<file path="src/deq_pkg.sv">
// deq_pkg: shared types, codes and defaults for the double-ended queue
// no dependencies; used by every module of the block but deq_ram
`timescale 1ns / 1ps
`default_nettype none

package deq_pkg;

	// default ring depth, element width and code widths
	localparam int DEPTH_DEF = 16;
	localparam int DATA_W    = 32;
	localparam int CMD_W     = 3;
	localparam int STATUS_W  = 2;

	// command codes
	localparam logic [CMD_W-1:0] CMD_PUSH_FRONT = 3'd0;
	localparam logic [CMD_W-1:0] CMD_PUSH_BACK  = 3'd1;
	localparam logic [CMD_W-1:0] CMD_POP_FRONT  = 3'd2;
	localparam logic [CMD_W-1:0] CMD_POP_BACK   = 3'd3;
	localparam logic [CMD_W-1:0] CMD_DUMP       = 3'd4;

	// result status codes
	localparam logic [STATUS_W-1:0] ST_OK    = 2'd0;
	localparam logic [STATUS_W-1:0] ST_EMPTY = 2'd1;
	localparam logic [STATUS_W-1:0] ST_FULL  = 2'd2;

	// input item
	typedef struct packed {
		logic [CMD_W-1:0]         command;
		logic signed [DATA_W-1:0] value;
	} in_item_t;

	// result item
	typedef struct packed {
		logic [STATUS_W-1:0]      status;
		logic signed [DATA_W-1:0] value_res;
		logic                     last;
	} out_item_t;

	// controller to datapath commands
	typedef struct packed {
		logic                wr_front;
		logic                wr_back;
		logic                rd_front;
		logic                rd_back;
		logic                rd_first;
		logic                rd_next;
		logic                ld_imm;
		logic                ld_mem;
		logic                mem_last;
		logic [STATUS_W-1:0] imm_status;
	} dp_cmd_t;

	// datapath to controller status
	typedef struct packed {
		logic empty;
		logic full;
		logic dump_last;
	} dp_sts_t;

endpackage

`default_nettype wire

</file>
<file path="src/deq_ram.sv">
// deq_ram: generic single write port, single read port ram with registered read
// no dependencies
`timescale 1ns / 1ps
`default_nettype none

module deq_ram #(
	parameter int WIDTH = 32,
	parameter int DEPTH = 16
) (
	input  wire logic                     clk,
	input  wire logic                     we,
	input  wire logic [$clog2(DEPTH)-1:0] waddr,
	input  wire logic [WIDTH-1:0]         wdata,
	input  wire logic                     re,
	input  wire logic [$clog2(DEPTH)-1:0] raddr,
	output      logic [WIDTH-1:0]         rdata
);

	logic [WIDTH-1:0] mem_q [DEPTH];
	logic [WIDTH-1:0] rdata_q;

	// write port
	always_ff @(posedge clk) begin
		if (we) begin
			mem_q[waddr] <= wdata;
		end
	end

	// registered read port
	always_ff @(posedge clk) begin
		if (re) begin
			rdata_q <= mem_q[raddr];
		end
	end

	assign rdata = rdata_q;

endmodule

`default_nettype wire

</file>
<file path="src/deq_ctrl.sv">
// deq_ctrl: command sequencer of the double-ended queue
// depends on deq_pkg for codes and the command/status structs
`timescale 1ns / 1ps
`default_nettype none

module deq_ctrl (
	input  wire logic                       clk,
	input  wire logic                       arst_n,
	input  wire logic                       in_valid,
	output      logic                       in_ready,
	input  wire logic [deq_pkg::CMD_W-1:0]  command,
	output      logic                       out_valid,
	input  wire logic                       out_ready,
	input  wire deq_pkg::dp_sts_t           sts,
	output      deq_pkg::dp_cmd_t           cmd
);

	// state codes
	localparam logic [1:0] S_IDLE = 2'd0;
	localparam logic [1:0] S_RD   = 2'd1;
	localparam logic [1:0] S_OUT  = 2'd2;

	logic [1:0] state_q;
	logic [1:0] state_d;
	logic       dump_q;
	logic       dump_d;

	// next state and datapath commands
	always_comb begin
		state_d   = state_q;
		dump_d    = dump_q;
		cmd       = '0;
		in_ready  = 1'b0;
		out_valid = 1'b0;
		case (state_q)
			S_IDLE: begin
				in_ready = 1'b1;
				if (in_valid) begin
					dump_d = 1'b0;
					case (command)
						deq_pkg::CMD_PUSH_FRONT, deq_pkg::CMD_PUSH_BACK: begin
							cmd.ld_imm = 1'b1;
							if (sts.full) begin
								cmd.imm_status = deq_pkg::ST_FULL;
							end else begin
								cmd.imm_status = deq_pkg::ST_OK;
								cmd.wr_front   = (command == deq_pkg::CMD_PUSH_FRONT);
								cmd.wr_back    = (command == deq_pkg::CMD_PUSH_BACK);
							end
							state_d = S_OUT;
						end
						deq_pkg::CMD_POP_FRONT, deq_pkg::CMD_POP_BACK: begin
							if (sts.empty) begin
								cmd.ld_imm     = 1'b1;
								cmd.imm_status = deq_pkg::ST_EMPTY;
								state_d        = S_OUT;
							end else begin
								cmd.rd_front = (command == deq_pkg::CMD_POP_FRONT);
								cmd.rd_back  = (command == deq_pkg::CMD_POP_BACK);
								state_d      = S_RD;
							end
						end
						deq_pkg::CMD_DUMP: begin
							if (sts.empty) begin
								cmd.ld_imm     = 1'b1;
								cmd.imm_status = deq_pkg::ST_EMPTY;
								state_d        = S_OUT;
							end else begin
								cmd.rd_first = 1'b1;
								dump_d       = 1'b1;
								state_d      = S_RD;
							end
						end
						default: begin
							// unknown codes are dropped without a result
							state_d = S_IDLE;
						end
					endcase
				end
			end
			S_RD: begin
				// ram data is ready, capture it into the result register
				cmd.ld_mem   = 1'b1;
				cmd.mem_last = !dump_q || sts.dump_last;
				state_d      = S_OUT;
			end
			S_OUT: begin
				out_valid = 1'b1;
				if (out_ready) begin
					if (dump_q && !sts.dump_last) begin
						cmd.rd_next = 1'b1;
						state_d     = S_RD;
					end else begin
						state_d = S_IDLE;
					end
				end
			end
			default: begin
				state_d = S_IDLE;
			end
		endcase
	end

	// state registers
	always_ff @(posedge clk or negedge arst_n) begin
		if (!arst_n) begin
			state_q <= S_IDLE;
			dump_q  <= 1'b0;
		end else begin
			state_q <= state_d;
			dump_q  <= dump_d;
		end
	end

endmodule

`default_nettype wire

</file>
<file path="src/deq_dp.sv">
// deq_dp: ring pointers, element store and result register of the queue
// depends on deq_pkg and deq_ram
`timescale 1ns / 1ps
`default_nettype none

module deq_dp #(
	parameter int DEPTH = deq_pkg::DEPTH_DEF
) (
	input  wire logic                             clk,
	input  wire logic                             arst_n,
	input  wire logic signed [deq_pkg::DATA_W-1:0] value,
	input  wire deq_pkg::dp_cmd_t                 cmd,
	output      deq_pkg::dp_sts_t                 sts,
	output      deq_pkg::out_item_t               res
);

	localparam int IW = (DEPTH > 1) ? $clog2(DEPTH) : 1;
	localparam int CW = $clog2(DEPTH + 1);

	logic [IW-1:0]              front_q;
	logic [CW-1:0]              count_q;
	logic [IW-1:0]              off_q;
	deq_pkg::out_item_t         res_q;

	logic [IW-1:0]              front_dec;
	logic [IW-1:0]              back_next;
	logic [IW-1:0]              back_last;
	logic [IW-1:0]              dump_pos;
	logic [IW-1:0]              off_inc;
	logic                       we;
	logic [IW-1:0]              waddr;
	logic                       re;
	logic [IW-1:0]              raddr;
	logic [deq_pkg::DATA_W-1:0] rdata;

	// front plus offset, wrapped once around the ring
	function automatic logic [IW-1:0] ring_pos(input logic [IW-1:0] base,
		input logic [IW-1:0] off);
		logic [IW:0] s;
		s = {1'b0, base} + {1'b0, off};
		if (s >= (IW+1)'(DEPTH)) begin
			s = s - (IW+1)'(DEPTH);
		end
		return s[IW-1:0];
	endfunction

	// ring positions
	assign front_dec = (front_q == '0) ? IW'(DEPTH - 1) : front_q - IW'(1);
	assign back_next = ring_pos(front_q, count_q[IW-1:0]);
	assign back_last = ring_pos(front_q, IW'(count_q - CW'(1)));
	assign off_inc   = off_q + IW'(1);
	assign dump_pos  = ring_pos(front_q, off_inc);

	// status to the controller
	assign sts.empty     = (count_q == '0);
	assign sts.full      = (count_q == CW'(DEPTH));
	assign sts.dump_last = ((CW'(off_q) + CW'(1)) == count_q);

	// ram port selection
	assign we    = cmd.wr_front || cmd.wr_back;
	assign waddr = cmd.wr_front ? front_dec : back_next;
	assign re    = cmd.rd_front || cmd.rd_back || cmd.rd_first || cmd.rd_next;
	always_comb begin
		if (cmd.rd_back) begin
			raddr = back_last;
		end else if (cmd.rd_next) begin
			raddr = dump_pos;
		end else begin
			raddr = front_q;
		end
	end

	deq_ram #(
		.WIDTH(deq_pkg::DATA_W),
		.DEPTH(DEPTH)
	) u_ram (
		.clk  (clk),
		.we   (we),
		.waddr(waddr),
		.wdata(value),
		.re   (re),
		.raddr(raddr),
		.rdata(rdata)
	);

	// front index and element count
	always_ff @(posedge clk or negedge arst_n) begin
		if (!arst_n) begin
			front_q <= '0;
			count_q <= '0;
		end else begin
			if (cmd.wr_front) begin
				front_q <= front_dec;
				count_q <= count_q + CW'(1);
			end else if (cmd.wr_back) begin
				count_q <= count_q + CW'(1);
			end else if (cmd.rd_front) begin
				front_q <= ring_pos(front_q, IW'(1));
				count_q <= count_q - CW'(1);
			end else if (cmd.rd_back) begin
				count_q <= count_q - CW'(1);
			end
		end
	end

	// dump offset
	always_ff @(posedge clk or negedge arst_n) begin
		if (!arst_n) begin
			off_q <= '0;
		end else if (cmd.rd_first) begin
			off_q <= '0;
		end else if (cmd.rd_next) begin
			off_q <= off_inc;
		end
	end

	// result register
	always_ff @(posedge clk) begin
		if (cmd.ld_imm) begin
			res_q.status    <= cmd.imm_status;
			res_q.value_res <= '0;
			res_q.last      <= 1'b1;
		end else if (cmd.ld_mem) begin
			res_q.status    <= deq_pkg::ST_OK;
			res_q.value_res <= $signed(rdata);
			res_q.last      <= cmd.mem_last;
		end
	end

	assign res = res_q;

endmodule

`default_nettype wire

</file>
<file path="src/double_ended_queue.sv">
// double_ended_queue: ring-buffer deque of signed 32-bit values, one command per item
// Push or refusal: the result register is loaded at accept and shown in the next cycle.
// Pop or first dump element: the ram is read at accept, the result loaded in S_RD and
// shown in S_OUT; each further dump element is read when the previous one is taken.
// One item at a time; a new item is taken in the cycle after the last result leaves.
// Reset clears front index, element count and control; the element store is not cleared.
// depends on deq_pkg, deq_ctrl, deq_dp
`timescale 1ns / 1ps
`default_nettype none

module double_ended_queue #(
	parameter int DEPTH = deq_pkg::DEPTH_DEF
) (
	input  wire logic               clk,
	input  wire logic               arst_n,
	input  wire logic               in_valid,
	output      logic               in_ready,
	input  wire deq_pkg::in_item_t  in_data,
	output      logic               out_valid,
	input  wire logic               out_ready,
	output      deq_pkg::out_item_t out_data
);

	deq_pkg::dp_cmd_t dp_cmd;
	deq_pkg::dp_sts_t dp_sts;

	// sequencer
	deq_ctrl u_ctrl (
		.clk      (clk),
		.arst_n   (arst_n),
		.in_valid (in_valid),
		.in_ready (in_ready),
		.command  (in_data.command),
		.out_valid(out_valid),
		.out_ready(out_ready),
		.sts      (dp_sts),
		.cmd      (dp_cmd)
	);

	// storage and pointers
	deq_dp #(
		.DEPTH(DEPTH)
	) u_dp (
		.clk   (clk),
		.arst_n(arst_n),
		.value (in_data.value),
		.cmd   (dp_cmd),
		.sts   (dp_sts),
		.res   (out_data)
	);

endmodule

`default_nettype wire

</file>
<file path="config.mk">
export PLATFORM = sky130hd
export DESIGN_NAME = double_ended_queue
export DESIGN_NICKNAME = d
export VERILOG_FILES = /design/src/deq_pkg.sv /design/src/deq_ram.sv /design/src/deq_ctrl.sv /design/src/deq_dp.sv /design/src/double_ended_queue.sv
export SDC_FILE = /design/constraint.sdc
export NUM_CORES = 1
export LEC_CHECK = 0
export BUFFER_PORTS_ARGS = -buffer_cell sky130_fd_sc_hd__clkbuf_2
export CAP_MARGIN = 20
export CORE_ASPECT_RATIO = 0.75
export CORE_MARGIN = 5
export CORE_UTILIZATION = 30
export DETAILED_ROUTE_END_ITERATION = 12
export GPL_ROUTABILITY_DRIVEN = 0
export GPL_TIMING_DRIVEN = 0
export PLACE_DENSITY = 0.41
export SYNTH_ARGS = -nofsm -noshare
export SYNTH_HDL_FRONTEND = slang
export SYNTH_SLANG_ARGS = --single-unit
</file>
<file path="constraint.sdc">
create_clock -name clk -period 4.25 [get_ports clk]
set_input_delay 0.2125 -clock clk [delete_from_list [all_inputs] [get_ports clk]]
set_output_delay 0.2125 -clock clk [all_outputs]
set_load 0.1 [all_outputs]
</file>
==> results.txt <==
* Total global routing overflow: 0
- Along the worst hold path, the cell count comes to 1.
* Pin count of the biggest net entering global routing: 22
* Setup repair after global routing missed its margin: no
- Register clock-pin slew on the reported worst setup and hold paths: 0.07 ns
- The initial antenna violation count came to 0.
* Endpoint of the worst register-to-register path: u_dp.u_ram.rdata[19]$_DFFE_PP_
- Detailed Route WL: 71800 µm
* Cell count after synthesis: 1853
- The wire-length estimate of the detail-placed layout is 49100 µm.
* Average detailed-routed wire length per instance: 23.0 µm
- Number of sinks handled by clock tree synthesis: 595
- Dividing the final minimum period by the clock period gives 0.947.
- In this run the mean area of a mapped cell was 12.7 µm².
- Layout filler cell count: 7649
* Share of the core filled with cells: 0.358
- Total Routing Usage GR: 0.168
* Antenna diode count: 0
* Final setup skew: 0.0228 ns
* Post-route cell area: 28100 µm²
- For this run, the top clock speed supported by timing is 248 MHz.
* Summed negative setup slack over all endpoints: 0 ns
* Clock tree from TritonCTS: yes
- The count of nets left with antenna violations once routing finished came out at 0.
- Least setup slack across all paths after layout: 0.225 ns
* Max-capacitance violation count: 0
* H-Tree Level Count: 2
- Number of nets in the synthesized netlist: 1910
* Series of cell instances along the critical path: inv_1, ha_1, or4b_4, and4bb_4, clkbuf_2, and3_1, a211o_1, buf_2, clkbuf_2, nand2_1, a31oi_1, a22oi_2, nand3_1
- Total Nets Final: 2078
* Worst slack after detailed placement: -0.322 ns
* Maximum vdd drop: 379 µV
- From synthesis to final layout, the design area changed by 18.8%.
- For the worst setup path, the data arrival time is 4.37 ns.
- In this run, synthesis inferred 546 flip-flops with an integrated enable.
- Post-CTS setup buffers: 0
- The worst register-to-register path has a setup slack of 0.22 ns.
- Worst path max stage delay: 0.51 ns
- Async S/R FF share, synth: 0.0269
* Number of global-route vias before repair: 14.9k
* Total Die Area: 84500 µm²
* Count of vias placed by the detailed router: 15.1k
- Initial DRT Pass Iterations: 5
* Power Dens Cells: 745 nW/µm²
- Setup violations remaining at the end of the flow were counted as 0.
- Crit path buffers/inverters: 4
* Cell class contributing the biggest share of worst-path delay: simple AND/OR/NAND/NOR gates
* Headroom to the max-slew limit: 0.400
* Distinct cell type count after synthesis: 51
* IO Count: 76
- The worst setup path is launched from a register.
- For this run, the leading register cell type out of synthesis is sky130_fd_sc_hd__edfxtp_1.
- Of the cells placed in the final design, the portion with a size suffix greater than 1 is 0.148.
- Highest net fanout along the worst path: 10
- The floorplan step set the die height to 253 µm.
- Number of buffers on the longest clock path: 3
- Total clock buffers created by CTS: 59
- The Yosys step of the flow raised 0 warnings.
- In this run the cell area measured after placement is 25800 µm².
- Worst Path Required: 4.59 ns
- Post-synthesis instance area: 23600 µm²
- In the global route stage, met3 resource usage came out at 0.0230.
- The first routing iteration left 1182 violations.
- Grt met2 use: 0.257
- In this run the core area contains 89 standard-cell rows.
- CP Capture Type: register
- Measured in cells, the most critical reg-to-reg path has a length of 13.
* Global routing usage on met1: 0.255
* Slowest cell on the critical path: sky130_fd_sc_hd__or4b_4
- The total count of max-transition violations in the final report is 0.
- Final period demand of the worst path: 4.03 ns
- Most common cell after layout, fill and taps aside: sky130_fd_sc_hd__edfxtp_1
- Ratio of routed vias to standard cells: 4.85
- The total count of hold-check failures in the final report was 0.
- The die is 334 µm wide.
* Drt drc: 0
- Starting density of the core: 0.301
* Commonest cells after routing, fill and taps aside: 546 x sky130_fd_sc_hd__edfxtp_1, 536 x sky130_fd_sc_hd__nand2_1, 294 x sky130_fd_sc_hd__nand3_1, 118 x sky130_fd_sc_hd__clkbuf_2, 64 x sky130_fd_sc_hd__a31oi_1
- Register area share after synthesis: 0.739
* Most common cell type on the critical path: sky130_fd_sc_hd__clkbuf_2
- The first global-routing pass estimated 105000 µm of wire.
- Root buf cell: sky130_fd_sc_hd__clkbuf_16
- Run status: finished clean
* Worst r2r src: u_dp.count_q[0]$_DFFE_PN0P_
* Total leakage power: 0.00986 µW
- The critical path runs through a total of 13 cells.
- Critical Path Source: u_dp.count_q[0]$_DFFE_PN0P_
- Worst setup path category: reg2reg
* Most crowded layer after global routing: met2
- In this run the worst setup path terminates at u_dp.u_ram.rdata[19]$_DFFE_PP_.
- During placement, the flow inserted port buffers numbering 73.
- At the pin with the least slew margin, the transition time is 0.900 ns.
* Number of flip-flops and latches in the synthesized netlist: 595
* Worst min path class: in2reg
- The core region is 78400 µm².
* Clock latency reported for the late side of the worst-skew pair: 0.63 ns
==> timing repair <==
action	CTS	global route
hold endpoints to repair	176	0
resized for setup	55	57
endpoints found under the setup margin	32	32
hold buffers	16	0
==> worst min-delay path by stage <==
stage	start	to	slack, ns
final	in_data[12]	u_dp.u_ram.mem_q[11][12]$_DFFE_PP_	0.04
after detailed placement	arst_n	u_dp.front_q[0]$_DFFE_PN0P_	0.21
after global routing	in_data[12]	u_dp.u_ram.mem_q[8][12]$_DFFE_PP_	0.03
after CTS	in_data[12]	u_dp.u_ram.mem_q[11][12]$_DFFE_PP_	0.002
after global placement	arst_n	u_dp.count_q[0]$_DFFE_PN0P_	0.20
after floorplan	arst_n	u_ctrl.dump_q$_DFFE_PN0P_	-0.08
==> kinds of logic (layout without fill, tap and decap cells) <==
family,after synthesis,in the layout,share of synthesized area
AOI/OAI and AO/OA,185,185,0.0546
xor gates and xnor gates,19,19,0.00704
DFF,595,595,0.739
buffers and inverters,127,346,0.0229
muxes,4,4,0.00180
and+or+nand+nor,905,905,0.164
adders and majority gates,18,18,0.0105
==> metrics by stage <==
stage / total power [µW] / hold WS [ns] / instances
4_1_cts: 21200 / 0.00246 / 3119
3_3_place_gp: 15500 / 0.197 / 2972
3_5_place_dp: 15700 / 0.205 / 2991
2_1_floorplan: 12500 / -0.0831 / 1853
6_report: 20900 / 0.0448 / 3118
5_1_grt: 22100 / 0.0343 / 3118
==> synth_stat cells (2+ instances only) <==
library cell / n / area, µm²
sky130_fd_sc_hd__buf_2: 22 / 110
sky130_fd_sc_hd__dfrtp_1: 16 / 400
sky130_fd_sc_hd__nor3_1: 6 / 30.0
sky130_fd_sc_hd__xor2_1: 10 / 87.6
sky130_fd_sc_hd__o31ai_1: 3 / 22.5
sky130_fd_sc_hd__clkbuf_1: 72 / 270
sky130_fd_sc_hd__inv_1: 11 / 41.3
sky130_fd_sc_hd__nand3_1: 295 / 1480
sky130_fd_sc_hd__mux2_2: 2 / 22.5
sky130_fd_sc_hd__fa_1: 3 / 60.1
sky130_fd_sc_hd__xnor2_1: 9 / 78.8
sky130_fd_sc_hd__a22o_1: 32 / 280
sky130_fd_sc_hd__a32oi_1: 3 / 26.3
sky130_fd_sc_hd__buf_6: 5 / 56.3
sky130_fd_sc_hd__o21ai_0: 12 / 60.1
sky130_fd_sc_hd__a21oi_1: 20 / 100
sky130_fd_sc_hd__nor2b_1: 7 / 43.8
sky130_fd_sc_hd__and3_1: 3 / 18.8
sky130_fd_sc_hd__o21a_1: 3 / 22.5
sky130_fd_sc_hd__nor2_1: 41 / 154
sky130_fd_sc_hd__a21o_1: 5 / 37.5
sky130_fd_sc_hd__or3_1: 2 / 12.5
sky130_fd_sc_hd__nand2_1: 536 / 2010
sky130_fd_sc_hd__a22oi_1: 32 / 240
sky130_fd_sc_hd__mux2i_1: 2 / 20.0
sky130_fd_sc_hd__nand4_1: 2 / 12.5
sky130_fd_sc_hd__edfxtp_1: 546 / 16400
sky130_fd_sc_hd__ha_1: 15 / 188
sky130_fd_sc_hd__buf_1: 17 / 63.8
sky130_fd_sc_hd__o22a_1: 5 / 43.8
sky130_fd_sc_hd__a31oi_1: 64 / 400
sky130_fd_sc_hd__dfxtp_1: 33 / 661
==> report_power, final <==
group	leakage [µW]	switching, µW	internal (µW)	total (µW)
logic	0.00352	6240	2120	8360
registers	0.00539	235	7030	7270
clock network	0.000948	2260	3020	5280
total	0.00986	8740	12200	20900
==> state kept, by name, indices dropped and copies added, names as in the netlist <==
| register | flops |
|---|---|
| u_dp.u_ram.mem_q | 512 |
| u_dp.off_q | 4 |
| u_dp.u_ram.rdata | 32 |
| u_dp.count_q | 5 |
| u_ctrl.state_q | 2 |
| u_dp.res | 35 |
| u_ctrl.dump_q | 1 |
| u_dp.front_q | 4 |
==> metal layers <==
layer / wire [µm] / part of all wire / vias to the layer above
met5: 0 / 0 / -
li1: - / - / 7093
met2: 31300 / 0.44 / 376
met3: 3780 / 0.053 / 77
met4: 1370 / 0.019 / 0
met1: 35300 / 0.49 / 7590
==> area by class of cell <==
type	instances	area (µm²)	share of cell area
plain buffers	115	593	0.0211
clock buffers	83	1660	0.0591
clock inverters	29	279	0.00994
inverters	11	41.3	0.00147
multi-input cells	1131	5790	0.207
flip-flops and latches	595	17500	0.622
well taps	1046	1310	0.0466
repair buffers	108	927	0.0330
(Power assumes the default switching activity.)
